[config.mk]
export PLATFORM = sky130hd
export DESIGN_NAME = http_request_header_parser
export DESIGN_NICKNAME = d
export VERILOG_FILES = /design/src/hdl/hrhp_pkg.sv /design/src/hdl/hrhp_cfg_regs.sv /design/src/hdl/hrhp_parser.sv /design/src/hdl/hrhp_out_reg.sv /design/src/hdl/http_request_header_parser.sv
export SDC_FILE = /design/constraint.sdc
export NUM_CORES = 1
export LEC_CHECK = 0
export ABC_CLOCK_PERIOD_IN_PS = 2740
export BUFFER_PORTS_ARGS = -buffer_cell sky130_fd_sc_hd__buf_2
export CAP_MARGIN = 25
export CORE_ASPECT_RATIO = 0.8
export CORE_MARGIN = 3
export CORE_UTILIZATION = 33
export CTS_CLUSTER_SIZE = 16
export DETAILED_ROUTE_END_ITERATION = 10
export GPL_TIMING_DRIVEN = 0
export PLACE_DENSITY = 0.62
export SLEW_MARGIN = 20
export SYNTH_ARGS = -nofsm -noshare
export SYNTH_HDL_FRONTEND = slang
export SYNTH_HIERARCHICAL = 1
export SYNTH_SLANG_ARGS = --single-unit
[constraint.sdc]
create_clock -name clk_i -period 2.74 [get_ports clk_i]
set_input_delay 0.137 -clock clk_i [delete_from_list [all_inputs] [get_ports clk_i]]
set_output_delay 0.137 -clock clk_i [all_outputs]
set_load 0.05 [all_outputs]
[src/hdl/hrhp_pkg.sv]
package hrhp_pkg;

  // Width of byte positions within one request
  localparam int unsigned OFS_W = 16;
  localparam logic [OFS_W-1:0] OFS_MAX = {OFS_W{1'b1}};

  // Header limit register
  localparam int unsigned LIMIT_W = 16;
  localparam logic [LIMIT_W-1:0] LIMIT_RESET = 16'd8192;

  // APB register map
  localparam int unsigned APB_AW = 3;
  localparam int unsigned APB_DW = 32;
  localparam logic REG_HEADER_LIMIT = 1'b0;

  // Characters
  localparam logic [7:0] CH_CR    = 8'h0D;
  localparam logic [7:0] CH_LF    = 8'h0A;
  localparam logic [7:0] CH_SP    = 8'h20;
  localparam logic [7:0] CH_TILDE = 8'h7E;
  localparam logic [7:0] CH_COLON = 8'h3A;
  localparam logic [7:0] CH_SLASH = 8'h2F;

  // Byte roles
  localparam logic [3:0] ROLE_METHOD     = 4'd0;
  localparam logic [3:0] ROLE_FIRST_SP   = 4'd1;
  localparam logic [3:0] ROLE_TARGET     = 4'd2;
  localparam logic [3:0] ROLE_NAME       = 4'd3;
  localparam logic [3:0] ROLE_COLON      = 4'd4;
  localparam logic [3:0] ROLE_SKIP_SP    = 4'd5;
  localparam logic [3:0] ROLE_VALUE      = 4'd6;
  localparam logic [3:0] ROLE_CRLF       = 4'd7;
  localparam logic [3:0] ROLE_HEADER_END = 4'd8;
  localparam logic [3:0] ROLE_BODY       = 4'd9;
  localparam logic [3:0] ROLE_DISCARD    = 4'd10;

  // Status codes
  localparam logic [2:0] ST_OK        = 3'd0;
  localparam logic [2:0] ST_LIMIT     = 3'd1;
  localparam logic [2:0] ST_LONE_CR   = 3'd2;
  localparam logic [2:0] ST_BAD_CHAR  = 3'd3;
  localparam logic [2:0] ST_BAD_RLINE = 3'd4;
  localparam logic [2:0] ST_PATH      = 3'd5;
  localparam logic [2:0] ST_NO_COLON  = 3'd6;

  // One tagged byte
  typedef struct packed {
    logic [7:0]       byte_out;
    logic [3:0]       role;
    logic [OFS_W-1:0] offset;
    logic [OFS_W-1:0] protocol_offset;
    logic             line_end;
    logic [2:0]       status;
    logic             header_done;
  } result_t;

endpackage

[src/hdl/hrhp_cfg_regs.sv]
module hrhp_cfg_regs
  import hrhp_pkg::*;
(
  input  logic              clk_i,
  input  logic              rst_ni,
  input  logic              psel,
  input  logic              penable,
  input  logic              pwrite,
  input  logic [APB_AW-1:0] paddr,
  input  logic [APB_DW-1:0] pwdata,
  output logic [APB_DW-1:0] prdata,
  output logic              pready,
  output logic [LIMIT_W-1:0] header_limit_o
);

  logic [LIMIT_W-1:0] header_limit_q;
  logic               wr_en;
  logic               reg_idx;

  assign pready  = 1'b1;
  assign reg_idx = paddr[APB_AW-1];
  assign wr_en   = psel & penable & pwrite & (reg_idx == REG_HEADER_LIMIT);

  // Hold the header limit; update on a completed write
  always_ff @(posedge clk_i or negedge rst_ni) begin
    if (!rst_ni) begin
      header_limit_q <= LIMIT_RESET;
    end else if (wr_en) begin
      header_limit_q <= pwdata[LIMIT_W-1:0];
    end
  end

  // Read back; unmapped addresses read as zero
  always_comb begin
    prdata = '0;
    if (reg_idx == REG_HEADER_LIMIT) begin
      prdata = {{(APB_DW-LIMIT_W){1'b0}}, header_limit_q};
    end
  end

  assign header_limit_o = header_limit_q;

endmodule

[src/hdl/hrhp_parser.sv]
module hrhp_parser
  import hrhp_pkg::*;
(
  input  logic               clk_i,
  input  logic               rst_ni,
  input  logic               step_i,
  input  logic [7:0]         data_byte_i,
  input  logic               start_request_i,
  input  logic [LIMIT_W-1:0] header_limit_i,
  output result_t            res_o
);

  typedef enum logic [1:0] {
    PH_REQ,
    PH_HDR,
    PH_BODY,
    PH_ERR
  } phase_e;

  phase_e           phase_q, phase_d, ph;
  logic [OFS_W-1:0] cnt_q, cnt_d, pos;
  logic [OFS_W-1:0] fsp_at_q, fsp_at_d, lsp_at_q, lsp_at_d;
  logic             cr_q, cr_d, nl_q, nl_d;
  logic             fsp_q, fsp_d, ssp_q, ssp_d;
  logic             slash_q, slash_d, colon_q, colon_d, val_q, val_d;
  logic [7:0]       b;
  result_t          res;

  assign b = data_byte_i;

  // Classify the byte against the current parse state
  always_comb begin
    ph       = phase_q;
    pos      = cnt_q;
    cr_d     = cr_q;
    nl_d     = nl_q;
    fsp_at_d = fsp_at_q;
    fsp_d    = fsp_q;
    lsp_at_d = lsp_at_q;
    ssp_d    = ssp_q;
    slash_d  = slash_q;
    colon_d  = colon_q;
    val_d    = val_q;
    // start of a new request clears the parse state before this byte
    if (start_request_i) begin
      ph       = PH_REQ;
      pos      = '0;
      cr_d     = 1'b0;
      nl_d     = 1'b0;
      fsp_at_d = '0;
      fsp_d    = 1'b0;
      lsp_at_d = '0;
      ssp_d    = 1'b0;
      slash_d  = 1'b0;
      colon_d  = 1'b0;
      val_d    = 1'b0;
    end
    phase_d = ph;
    cnt_d   = (pos == OFS_MAX) ? pos : pos + OFS_W'(1);

    res                 = '0;
    res.byte_out        = b;
    res.offset          = pos;
    res.role            = ROLE_DISCARD;
    res.status          = ST_OK;

    case (ph)
      PH_BODY: begin
        res.role = ROLE_BODY;
      end
      PH_REQ, PH_HDR: begin
        if ((pos >= header_limit_i) || (pos == OFS_MAX)) begin
          res.status = ST_LIMIT;
        end else if (cr_d && (b != CH_LF)) begin
          res.status = ST_LONE_CR;
        end else if (b == CH_CR) begin
          cr_d     = 1'b1;
          res.role = ROLE_CRLF;
        end else if (b == CH_LF) begin
          cr_d     = 1'b0;
          res.role = ROLE_CRLF;
          if (nl_d) begin
            // blank line ends the header
            res.role        = ROLE_HEADER_END;
            res.header_done = 1'b1;
            phase_d         = PH_BODY;
          end else if (ph == PH_REQ) begin
            nl_d = 1'b1;
            if (!fsp_d || !ssp_d) begin
              res.status = ST_BAD_RLINE;
            end else if (!slash_d) begin
              res.status = ST_PATH;
            end else begin
              res.line_end        = 1'b1;
              res.protocol_offset = lsp_at_d + OFS_W'(1);
              phase_d             = PH_HDR;
            end
          end else begin
            nl_d = 1'b1;
            if (!colon_d) begin
              res.status = ST_NO_COLON;
            end else begin
              res.line_end = 1'b1;
              colon_d      = 1'b0;
              val_d        = 1'b0;
            end
          end
        end else if (!(b inside {[CH_SP:CH_TILDE]})) begin
          res.status = ST_BAD_CHAR;
        end else begin
          nl_d = 1'b0;
          if (ph == PH_REQ) begin
            if (!fsp_d) begin
              if (b == CH_SP) begin
                fsp_d    = 1'b1;
                fsp_at_d = pos;
                res.role = ROLE_FIRST_SP;
              end else begin
                res.role = ROLE_METHOD;
              end
            end else begin
              res.role = ROLE_TARGET;
              if ((pos == fsp_at_d + OFS_W'(1)) && (b == CH_SLASH)) begin
                slash_d = 1'b1;
              end
              if (b == CH_SP) begin
                ssp_d    = 1'b1;
                lsp_at_d = pos;
              end
            end
          end else if (!colon_d) begin
            if (b == CH_COLON) begin
              colon_d  = 1'b1;
              res.role = ROLE_COLON;
            end else begin
              res.role = ROLE_NAME;
            end
          end else if (!val_d && (b == CH_SP)) begin
            res.role = ROLE_SKIP_SP;
          end else begin
            val_d    = 1'b1;
            res.role = ROLE_VALUE;
          end
        end
        // any error ends parsing until the next request
        if (res.status != ST_OK) begin
          phase_d             = PH_ERR;
          res.role            = ROLE_DISCARD;
          res.header_done     = 1'b1;
          res.protocol_offset = '0;
          res.line_end        = 1'b0;
        end
      end
      default: begin
        res.role = ROLE_DISCARD;
      end
    endcase
  end

  // Hold parse state; advance on each accepted byte
  always_ff @(posedge clk_i or negedge rst_ni) begin
    if (!rst_ni) begin
      phase_q  <= PH_REQ;
      cnt_q    <= '0;
      cr_q     <= 1'b0;
      nl_q     <= 1'b0;
      fsp_at_q <= '0;
      fsp_q    <= 1'b0;
      lsp_at_q <= '0;
      ssp_q    <= 1'b0;
      slash_q  <= 1'b0;
      colon_q  <= 1'b0;
      val_q    <= 1'b0;
    end else if (step_i) begin
      phase_q  <= phase_d;
      cnt_q    <= cnt_d;
      cr_q     <= cr_d;
      nl_q     <= nl_d;
      fsp_at_q <= fsp_at_d;
      fsp_q    <= fsp_d;
      lsp_at_q <= lsp_at_d;
      ssp_q    <= ssp_d;
      slash_q  <= slash_d;
      colon_q  <= colon_d;
      val_q    <= val_d;
    end
  end

  assign res_o = res;

  // An error byte always ends the header and is discarded
  a_err_done : assert property (@(posedge clk_i) disable iff (!rst_ni)
    (step_i && (res.status != ST_OK)) |-> (res.header_done && (res.role == ROLE_DISCARD)))
    else $error("error byte not flagged as done/discarded");

  // A completed line always leaves the parser in the header lines
  a_line_hdr : assert property (@(posedge clk_i) disable iff (!rst_ni)
    (step_i && res.line_end) |=> (phase_q == PH_HDR))
    else $error("line end did not move parser to header lines");

  // Once in the body, bytes stay body until a new request
  a_body : assert property (@(posedge clk_i) disable iff (!rst_ni)
    (step_i && !start_request_i && (phase_q == PH_BODY)) |-> (res.role == ROLE_BODY))
    else $error("body byte tagged wrongly");

  // Position never moves backwards within a request
  a_cnt_mono : assert property (@(posedge clk_i) disable iff (!rst_ni)
    (step_i && !start_request_i) |=> (cnt_q >= $past(cnt_q)))
    else $error("byte position went backwards");

endmodule

[src/hdl/hrhp_out_reg.sv]
module hrhp_out_reg
  import hrhp_pkg::*;
(
  input  logic    clk_i,
  input  logic    rst_ni,
  input  logic    load_i,
  input  result_t res_i,
  input  logic    out_stall_i,
  output logic    busy_o,
  output logic    out_valid_o,
  output result_t res_o
);

  logic    valid_q, valid_d;
  result_t res_q;

  // Refuse a new request only while a held result is stalled
  assign busy_o = valid_q & out_stall_i;

  always_comb begin
    valid_d = valid_q & out_stall_i;
    if (load_i) begin
      valid_d = 1'b1;
    end
  end

  // Hold valid; drop it once the result is taken
  always_ff @(posedge clk_i or negedge rst_ni) begin
    if (!rst_ni) begin
      valid_q <= 1'b0;
    end else begin
      valid_q <= valid_d;
    end
  end

  // Capture the tagged byte
  always_ff @(posedge clk_i) begin
    if (load_i) begin
      res_q <= res_i;
    end
  end

  assign out_valid_o = valid_q;
  assign res_o       = res_q;

endmodule

[src/hdl/http_request_header_parser.sv]
// HTTP request header parser: takes one request byte per cycle on the input
// channel and returns the same byte in the next cycle, tagged with its role,
// its position in the request and any error status. Throughput is one byte
// per clock while the input is not stalled, set by the update of the parse
// state on each accepted byte. The input stalls only while a finished result
// is held by a stall on the output. Assert start_request_i with the first
// byte of every request. header_limit (APB address 0, reset 8192) bounds the
// header length; write it only while the block is idle.
module http_request_header_parser
  import hrhp_pkg::*;
(
  input  logic              clk_i,
  input  logic              rst_ni,
  // APB configuration port
  input  logic              psel,
  input  logic              penable,
  input  logic              pwrite,
  input  logic [APB_AW-1:0] paddr,
  input  logic [APB_DW-1:0] pwdata,
  output logic [APB_DW-1:0] prdata,
  output logic              pready,
  // Byte input
  input  logic              in_valid_i,
  output logic              in_stall_o,
  input  logic [7:0]        data_byte_i,
  input  logic              start_request_i,
  // Tagged byte output
  output logic              out_valid_o,
  input  logic              out_stall_i,
  output logic [7:0]        byte_out_o,
  output logic [3:0]        role_o,
  output logic [OFS_W-1:0]  offset_o,
  output logic [OFS_W-1:0]  protocol_offset_o,
  output logic              line_end_o,
  output logic [2:0]        status_o,
  output logic              header_done_o
);

  logic [LIMIT_W-1:0] header_limit;
  logic               step;
  logic               busy;
  result_t            res_comb;
  result_t            res_out;

  hrhp_cfg_regs u_cfg (
    .clk_i          (clk_i),
    .rst_ni         (rst_ni),
    .psel           (psel),
    .penable        (penable),
    .pwrite         (pwrite),
    .paddr          (paddr),
    .pwdata         (pwdata),
    .prdata         (prdata),
    .pready         (pready),
    .header_limit_o (header_limit)
  );

  // Accept a request whenever the output side has room
  assign in_stall_o = busy;
  assign step       = in_valid_i & ~busy;

  hrhp_parser u_parser (
    .clk_i           (clk_i),
    .rst_ni          (rst_ni),
    .step_i          (step),
    .data_byte_i     (data_byte_i),
    .start_request_i (start_request_i),
    .header_limit_i  (header_limit),
    .res_o           (res_comb)
  );

  hrhp_out_reg u_out (
    .clk_i       (clk_i),
    .rst_ni      (rst_ni),
    .load_i      (step),
    .res_i       (res_comb),
    .out_stall_i (out_stall_i),
    .busy_o      (busy),
    .out_valid_o (out_valid_o),
    .res_o       (res_out)
  );

  assign byte_out_o        = res_out.byte_out;
  assign role_o            = res_out.role;
  assign offset_o          = res_out.offset;
  assign protocol_offset_o = res_out.protocol_offset;
  assign line_end_o        = res_out.line_end;
  assign status_o          = res_out.status;
  assign header_done_o     = res_out.header_done;

endmodule
Yosys cells after proc, flatten, opt, wreduce, memory -nomap -nowiden
Index checks and enable logic that the tools add are counted.

Output and inout bits: 84. Memories: 0. Bits in latches: 0. Register bits after elaboration: 123. RAM bits: 0. Word-level logic and storage cells: 198. Bits in read-only memories: 0.

$mul: 0. Bitwise gates (word level): 11. $add $sub $neg: 3. Equal/unequal tests: 10. Muxes and demuxes: 137. Order comparisons: 3. Divide/modulo/power cells: 0. Reduce and logical (&&, ||, !) cells: 14. Shift operators: 0.

Operator list (count): $mux 16 (24); $mux 1 (76); $add 16x1->16 const B (3); $mux 4 (10); $mux 17 (2); $mux 2 (14); $mux 3 (9); $eq 8x6->1 const B (3); $mux 20 (1); $eq 16x16->1 (1); $eq 16x16->1 const B (1); $eq 8x4->1 const B (2); $ge 16x16->1 (1); $reduce_or 10->1 (1); $ge 8x6->1 const B (1); $le 8x7->1 const B (1); $ne 8x4->1 const B (1); $pmux 4 s2 (1); $reduce_or 7->1 (1); $not 1->1 (6); $and 1x1->1 (5); $logic_and 1x1->1 (4); $logic_not 1->1 (3); $reduce_bool 3->1 (1); other kinds (5) (6).

Depth between registers and ports, before layout
Gate-level depths: netlist (run 1).

Word-level depth: 14. Gate-level depth with buffers: 16.

Modules after synthesis
The synthesis (run 1) kept the hierarchy.

Modules (own cells, without submodules): hrhp_parser (area an instance 4631.9 um^2, cells an instance 582, instances 1); hrhp_out_reg (area an instance 1510.2 um^2, cells an instance 52, instances 1); hrhp_cfg_regs (area an instance 900.9 um^2, cells an instance 70, instances 1); http_request_header_parser (area an instance 13.8 um^2, cells an instance 1, instances 1).

Least setup slack after synthesis (run 1)
Ideal clock, no wire load.

Path type: register -> register. Start point: register u_out.valid_q, in the netlist u_out/out_valid_o. End point: register u_parser.cnt_q[6]. Path slack: -513 ps. Required time: 2657 ps. Stages on the path, launching flop included: 9. Arrival: 3169 ps. Path through: dfrtp_1 and2_1 nor2b_4 inv_1 a31o_2 nor3_1 nand3_1 xor2_1 o22ai_1.

Longest elaborated chain between the ends: 3.

RTL lines: from (decl) (line hrhp_out_reg.sv:14) `logic valid_q, valid_d;`; from (signal assigned) (line hrhp_out_reg.sv:32) `valid_q <= valid_d;`; $and 1x1->1 (line hrhp_out_reg.sv:18) `assign busy_o = valid_q & out_stall_i;`; named net in_stall_o (line http_request_header_parser.sv:24) `output logic in_stall_o,`; $not 1->1 (line http_request_header_parser.sv:60) `assign step = in_valid_i & ~busy;`; $and 1x1->1 (line http_request_header_parser.sv:60); named net step (line http_request_header_parser.sv:40) `logic step;`; to (signal assigned) (line hrhp_parser.sv:176) `cnt_q <= cnt_d;`; to (decl) (line hrhp_parser.sv:21) `logic [OFS_W-1:0] cnt_q, cnt_d, pos;`.

The timed path passes the listed nets, and every way through them passes these cells. A chain may end at the register's enable or synchronous reset.

==> metrics.md, run 1 <==
| Metric | Value |
|---|---|
| Max FO, Critical Path | 7 |
| Worst Max-Slew Pin Slew | 0.9115 ns |
| Switching Share | 29.50% |
| IR drop worst, VDD | 0.4191 mV |
| CTS tree | yes |
| Library cells used by synthesis | 71 |
| Clk buf depth | 2 |
| Placer Congestion | around 0.91 |
| Row cnt | 47 |
| Sequential area share after synthesis | between 40% and 50% |
| Final Setup Violations | 0 |
| Pint | 4.041 mW |
| Total chip power | approximately 5.7 mW |
| Final setup slack of the worst path | 0.09418 ns |
| Class of the worst hold path | in -> reg |
| Fin. Hold Viols | 0 |
| Total number of vias | 5973 |
| Post-Syn Instances | roughly 710 |
| Final instance area | just over 9000 um^2 |
| Synthesized area | 7057 um^2 |
| Post-synth top area cell | dfrtp_1 |
| Final std cells w/o fill | about 1200 |
| First-pass GRT wire length | 31930 um |
| DR vias/cell | between 5 and 6 |
| Crit path max-delay family | simple AND/OR/NAND/NOR gates |
| Starting Density | 33.90% |
| Crit path required time | 3.05 ns |
| PwrDens | between 600 and 700 nW/um^2 |
| Final nets | approximately 950 |
| Top Ports | between 100 and 150 |
| Leakage | 4.108 nW |
| Area grow syn2layout | 32.32% |
| RSZ-0062 raised after global routing | true |
| Routed Antenna Nets | 0 |
| DRC viols | 0 |
| Clock share of power | 40.5% |
| Detailed Routing Iterations Pass 1 | 5 |
| Root Buffer | clkbuf_16 |
| Top post-synthesis cells by area | dfrtp_1, edfxtp_1, ha_1, nand2_1, nor2b_1 |
| Setup TNS | 0 ns |
| Post-synth EDFFs | 49 |
| GRT overflow | 0 |
| CP Launch Type | flip-flop |
| Primary FF master, synth | dfrtp_1 |
| Slowest-stage cell, CP | dfrtp_1 |
| Crit path largest cell delay | between 0.5 and 0.6 ns |
| Port bufs | just under 100 |
| Routed wire length per instance | 17.68 um |
| Total GRT Usage | 17.81% |
| Cell Chain, Critical Path | nor2b_4, ha_1, nand2_2, nor4_4, a32oi_1, and3_4, and2_4, and4_4, buf_8, clkbuf_16, a22o_1 |
| YS warnings | 6 |
| FF-to-FF path depth | 11 |
| Worst slew margin | roughly two fifths |
| Skew final | 0.007303 ns |
| WP depth | 11 |
| Fillers | 2015 |
| Arrival @ worst endpoint | 2.95 ns |
| Critical path class | reg -> reg |
| Min Clock Period, post-route | 2.646 ns |
| Logic pwr share | 21.5% |
| Final HPWL DP | around 14000 um |
| Psw | 1.691 mW |
| Worst-skew pair later-pin latency | around 0.42 ns |
| Worst Path Buf+Inv | 2 |
| Period utilization | between 90% and 100% |
| Depth of the CTS H-tree | 4 |
| Die ar. | around 23000 um^2 |
| Largest net degree at the start of global routing | 48 |
| Asr flop ratio synth | ~60% |
| Syn_area_per_cell | between 10 and 15 um^2 |
| Horiz. Die Dim | 169.5 um |
| Post-Place Setup Slack | -1.765 ns |
| Hold Path Depth | 2 |
| Slew Viols, Final | 0 |
| Ant diodes | 0 |
| Flop pwr share | 38.0% |
| Endpoint class of the critical path | flip-flop |
| Fmax | 0.3780 GHz |
| Dpl cell area | 8048 um^2 |
| Share of layout cells above drive strength 1 | 31.95% |
| Number of global-route vias before repair | 5703 |
| DR iter-0 viols | 513 |
| Core area | 20820 um^2 |
| CTS clk-pin slew, worst paths | 0.06 ns |
| Most frequent cells after synthesis | dfrtp_1, nand2_1, nor2_1 |
| Max-cap check violation count | 0 |
| Yosys reg bits | roughly 120 |
| Inst Count DP | 1090 |
| Routed wire length | 20520 um |
| Die H | 136.8 um |
| Post-synth top area share | about a quarter |
| Initial antenna violation count | 0 |
| CTS sink count | 123 |
| Register area | between 3000 and 4000 um^2 |
| CTS Buf Count | 17 |
| Most frequent cell after synthesis | dfrtp_1 |
| Multi-input logic area | 3473 um^2 |
| Status | complete, no violations |
-- sequential cells by signal (all words and copies together), names as in the netlist, 2 cells and up --
register              cells
u_cfg/header_limit_o     16
u_out/res_o              49
u_parser/cnt_q           16
u_parser/fsp_at_q        16
u_parser/lsp_at_q        16
u_parser/phase_q          2
-- path summary, 6_finish.rpt --
check | start | slack [ns] | endpoint
worst max-delay path | u_parser/cnt_q[4]$_DFFE_PN0P_ | 0.09 | u_parser/lsp_at_q[4]$_DFFE_PN0P_
worst min-delay path | data_byte_i[3] | 0.02 | u_out/res_o[44]$_DFFE_PP_
worst max register to register | u_parser/cnt_q[4]$_DFFE_PN0P_ | 0.09 | u_parser/lsp_at_q[4]$_DFFE_PN0P_
worst min register to register | u_out/out_valid_o$_DFF_PN0_ | 0.50 | u_out/out_valid_o$_DFF_PN0_
max in group asynchronous | rst_ni | 1.95 | u_parser/cnt_q[3]$_DFFE_PN0P_
min in group asynchronous | rst_ni | 0.20 | u_cfg/header_limit_o[1]$_DFFE_PN0P_
-- layout by cell type (no fill, tap or decap), types with 13 or more instances in the layout --
cell type      Yosys  final
nand3_1           31     30
edfxtp_1          49     49
dlygate4sd3_1      0     19
a21oi_1           16     15
buf_2              6     99
clkbuf_16          0     19
a22o_1            16     16
nor2_1            50     49
xor2_1            24     24
dfrtp_1           73     61
o21ai_0           28     26
conb_1             2     17
nor2b_1           35     29
nand2_1           63     54
inv_1             39     34
ha_1              19     13
xnor2_1           21     21
buf_4             25     60
a31oi_1           14     13
-- routing by layer --
metal	wire length, um	part of all wire (%)	GRT usage (%)	vias up
met5	0	0	0	-
met2	9171	45	26.18	205
met1	9430	46	25.50	2906
li1	-	-	-	2833
met3	1477	7.2	4.043	29
met4	443	2.2	6.903	0
-- metrics by stage --
stage                     hold slack, ns  util [%]
after floorplan                  -0.1586         -
after global placement            0.3149     38.29
after detailed placement          0.1065     38.66
after CTS                       0.004821     43.47
after global routing             0.01689     44.86
final                            0.02081     44.86
-- kinds of logic (layout without fill, tap and decap cells) --
kind of cell	Yosys count	in the layout	synth area share (%)
AND/OR/NAND/NOR	262	262	19.79
AO/OA/AOI/OAI	131	131	12.93
flip-flops	123	123	47.11
buffers and inverters	103	275	7.447
XOR/XNOR	45	45	5.585
multiplexers	20	20	3.670
adder cells (fa/ha/maj)	19	19	3.369
other	2	17	0.1064
-- area by class of cell --
cell class | count | share of cell area [%]
Tap cell | 269 | 3.604
Timing Repair Buffer | 152 | 11.15
Inverter | 39 | 1.568
Clock buffer | 25 | 5.306
Sequential cell | 123 | 35.76
Clock inverter | 7 | 1.206
Multi-Input combinational cell | 494 | 37.20
Buffer | 52 | 4.207
-- power groups by stage --
stage               Sequential (mW)  Combinational, mW  Clock [mW]
global route                   2.19               1.33        2.46
global placement               2.21               1.06           0
floorplan                      2.33              0.660           0
CTS                            2.18               1.14        2.37
finish                         2.18               1.23        2.32
detailed placement             2.21               1.09           0
-- repair_timing --
action                     in CTS  in global routing
pin swaps                       7                  9
hold buffers                   19                  0
buffers inserted               12                 18
setup endpoints to repair      67                 53
gates resized for setup        47                 42
hold endpoints to repair       45                  0
gates cloned                    0                  2
Power figures use the tool's default switching activity.
==> inputs of run 2 (changes only) <==
Settings changed: CELL_PAD_IN_SITES_DETAIL_PLACEMENT from default to 1, CELL_PAD_IN_SITES_GLOBAL_PLACEMENT from default to 1, PLACE_DENSITY 0.62 to 0.75.
==> run 2 against run 1 <==
Effect of this change: the flow now finishes with violations (setup timing); hold slack better by 0.0043 ns; first-iteration DRC count up 3.7%; sequential power is essentially flat; flip-flop and latch count stayed put; final cell count increased by 0.17%; clock skew grew 0.0014 ns; global-route usage up 1.9 points; critical path depth fell by 1; maximum frequency is 4.2% lower; sequential share of layout area up 0.19 points.
==> metrics.md, run 2 (synthesized netlist as in run 1, its figures left out) <==
| Metric | Value |
|---|---|
| Commonest non-fill, non-tap cell in the layout | buf_2 |
| Total number of vias | 6198 |
| Class of the worst hold path | in -> reg |
| Horiz. Die Dim | 169.5 um |
| FF-to-FF path depth | 10 |
| Final HPWL DP | 15510 um |
| Fmax | 0.3621 GHz |
| Total chip power | 5.512 mW |
| Detailed Routing Iterations Pass 1 | 5 |
| Placer Congestion | 0.9323 |
| Arrival @ worst endpoint | 3.07 ns |
| Leakage | 4.097 nW |
| Max FO, Critical Path | 5 |
| Root Buffer | clkbuf_16 |
| CTS clk-pin slew, worst paths | 0.05 ns |
| Row cnt | 47 |
| Endpoint class of the critical path | flip-flop |
| CTS tree | yes |
| Worst Max-Slew Pin Slew | 0.8800 ns |
| Routed wire length | 22960 um |
| Routed Antenna Nets | 0 |
| Worst slew margin | 41.33% |
| DR vias/cell | 5.329 |
| Fillers | between 2000 and 2500 |
| Share of layout cells above drive strength 1 | 31.43% |
| Die ar. | ~23000 um^2 |
| DRC viols | 0 |
| Ant diodes | 0 |
| Fin. Hold Viols | 0 |
| Core Util, Final | 44.62% |
| Worst-skew pair later-pin latency | 0.42 ns |
| First-pass GRT wire length | approximately 35000 um |
| Multi-input logic area | 3468 um^2 |
| Area grow syn2layout | 31.63% |
| Register area | between 3000 and 4000 um^2 |
| Period utilization | 100.8% |
| DR iter-0 viols | 532 |
| Critical path class | reg -> reg |
| Max-cap check violation count | 0 |
| Final setup slack of the worst path | -0.02182 ns |
| Critical path launch point | u_parser/cnt_q[2]$_DFFE_PN0P_ |
| GRT overflow | 0 |
| IR drop worst, VDD | 0.4527 mV |
| Skew final | 0.008701 ns |
| Die H | 136.8 um |
| Top Ports | between 100 and 150 |
| CTS sink count | between 100 and 150 |
| PwrDens | 593.4 nW/um^2 |
| Hold Path Depth | 2 |
| CTS Buf Count | 17 |
| CP Launch Type | flip-flop |
| CP endpoint | u_parser/phase_q[0]$_DFFE_PN0P_ |
| Clk buf depth | 2 |
| RSZ-0062 raised after global routing | true |
| Failing checks | setup timing |
| Post-Place Setup Slack | -1.714 ns |
| Slew Viols, Final | 0 |
| Core area | 20820 um^2 |
| Port bufs | 98 |
| Number of global-route vias before repair | just over 6000 |
| Largest net degree at the start of global routing | 49 |
| Initial antenna violation count | 0 |
| Hold_sp | data_byte_i[7] |
| Total GRT Usage | roughly a fifth |
| Number of flip-flops in the largest register | 49 |
| Most frequent cells in the layout | buf_2, dfrtp_1, buf_4, nand2_1 |
| Crit path required time | just over 3 ns |
| Final Setup Violations | 3 |
| Depth of the CTS H-tree | 4 |
| Status | finished, violations left |
| Routed wire length per instance | 19.74 um |
| Min Clock Period, post-route | between 2 and 3 ns |
| Reg2reg setup slack | -0.02 ns |
| RR Startpoint | u_parser/cnt_q[2]$_DFFE_PN0P_ |
| Starting Density | 33.90% |
| RR Endpoint | u_parser/phase_q[0]$_DFFE_PN0P_ |
| Final nets | 951 |
[run 2: cell count changes in the layout (fill, tap and decap cells not counted), sizes merged]
cell	before	now
dlygate4sd3	19	20
clkinv	3	1
clkbuf	39	45
bufinv	3	1
clkinvlp	1	0
[run 2: cell type report]
class	instances	area share [%]
Clock buffer	30	5.428
Timing Repair Buffer	152	11.17
Tap cell	269	3.623
Clock inverter	2	0.3772
Buffer	54	4.539
Sequential cell	123	35.95
Multi-Input combinational cell	494	37.34
Inverter	39	1.576
[run 2: per-layer routing]
layer / vias up / share of wire [%] / GRT usage [%]
met5: - / 0 / 0
met4: 0 / 1.7 / 6.312
met3: 28 / 5.7 / 3.148
met2: 200 / 48 / 31.91
met1: 3124 / 45 / 27.17
li1: 2846 / - / -
[run 2: how the worst min path moves through the flow]
stage,to
after global routing,u_out/res_o[48]$_DFFE_PP_
after CTS,u_out/res_o[48]$_DFFE_PP_
final,u_out/res_o[48]$_DFFE_PP_
after floorplan,u_cfg/header_limit_o[0]$_DFFE_PN0P_
after detailed placement,u_cfg/header_limit_o[12]$_DFFE_PN0P_
after global placement,u_out/res_o[46]$_DFFE_PP_
[run 2: through the flow]
step                std cells  hold slack [ns]  TNS [ns]  area [um^2]
finish                   1163          0.02514  -0.03034         9289
global route             1163          0.02273   -0.3999         9289
CTS                      1149         0.005405         0         9052
detailed placement       1090          0.09358    -98.16         8048
global placement         1087           0.3154   -102.01         7970
floorplan                 720          -0.1586  -0.01113         7143
[run 2: critical path, cell delays in order, from the launching register on]
cell	delay (ns)
dfrtp_2	0.41
nor2b_4	0.14
ha_4	0.24
a21o_1	0.18
a221o_1	0.39
a32oi_1	0.17
and3_4	0.27
clkbuf_16	0.16
nand4_1	0.22
buf_4	0.23
a211o_1	0.24
[run 2: what timing repair did]
item                                    CTS  global route
pin swaps                                10            15
gates resized for setup                  52            44
hold endpoints to repair                 45             0
cloned                                    1             1
endpoints found under the setup margin   69            55
setup buffers                            14            15
hold buffers                             20             0
[run 2: power by group]
| part | total (mW) | switching [mW] | internal [mW] |
|---|---|---|---|
| sequential | 2.18 | 0.114 | 2.07 |
| combinational | 1.24 | 0.798 | 0.441 |
| clock | 2.09 | 0.771 | 1.32 |
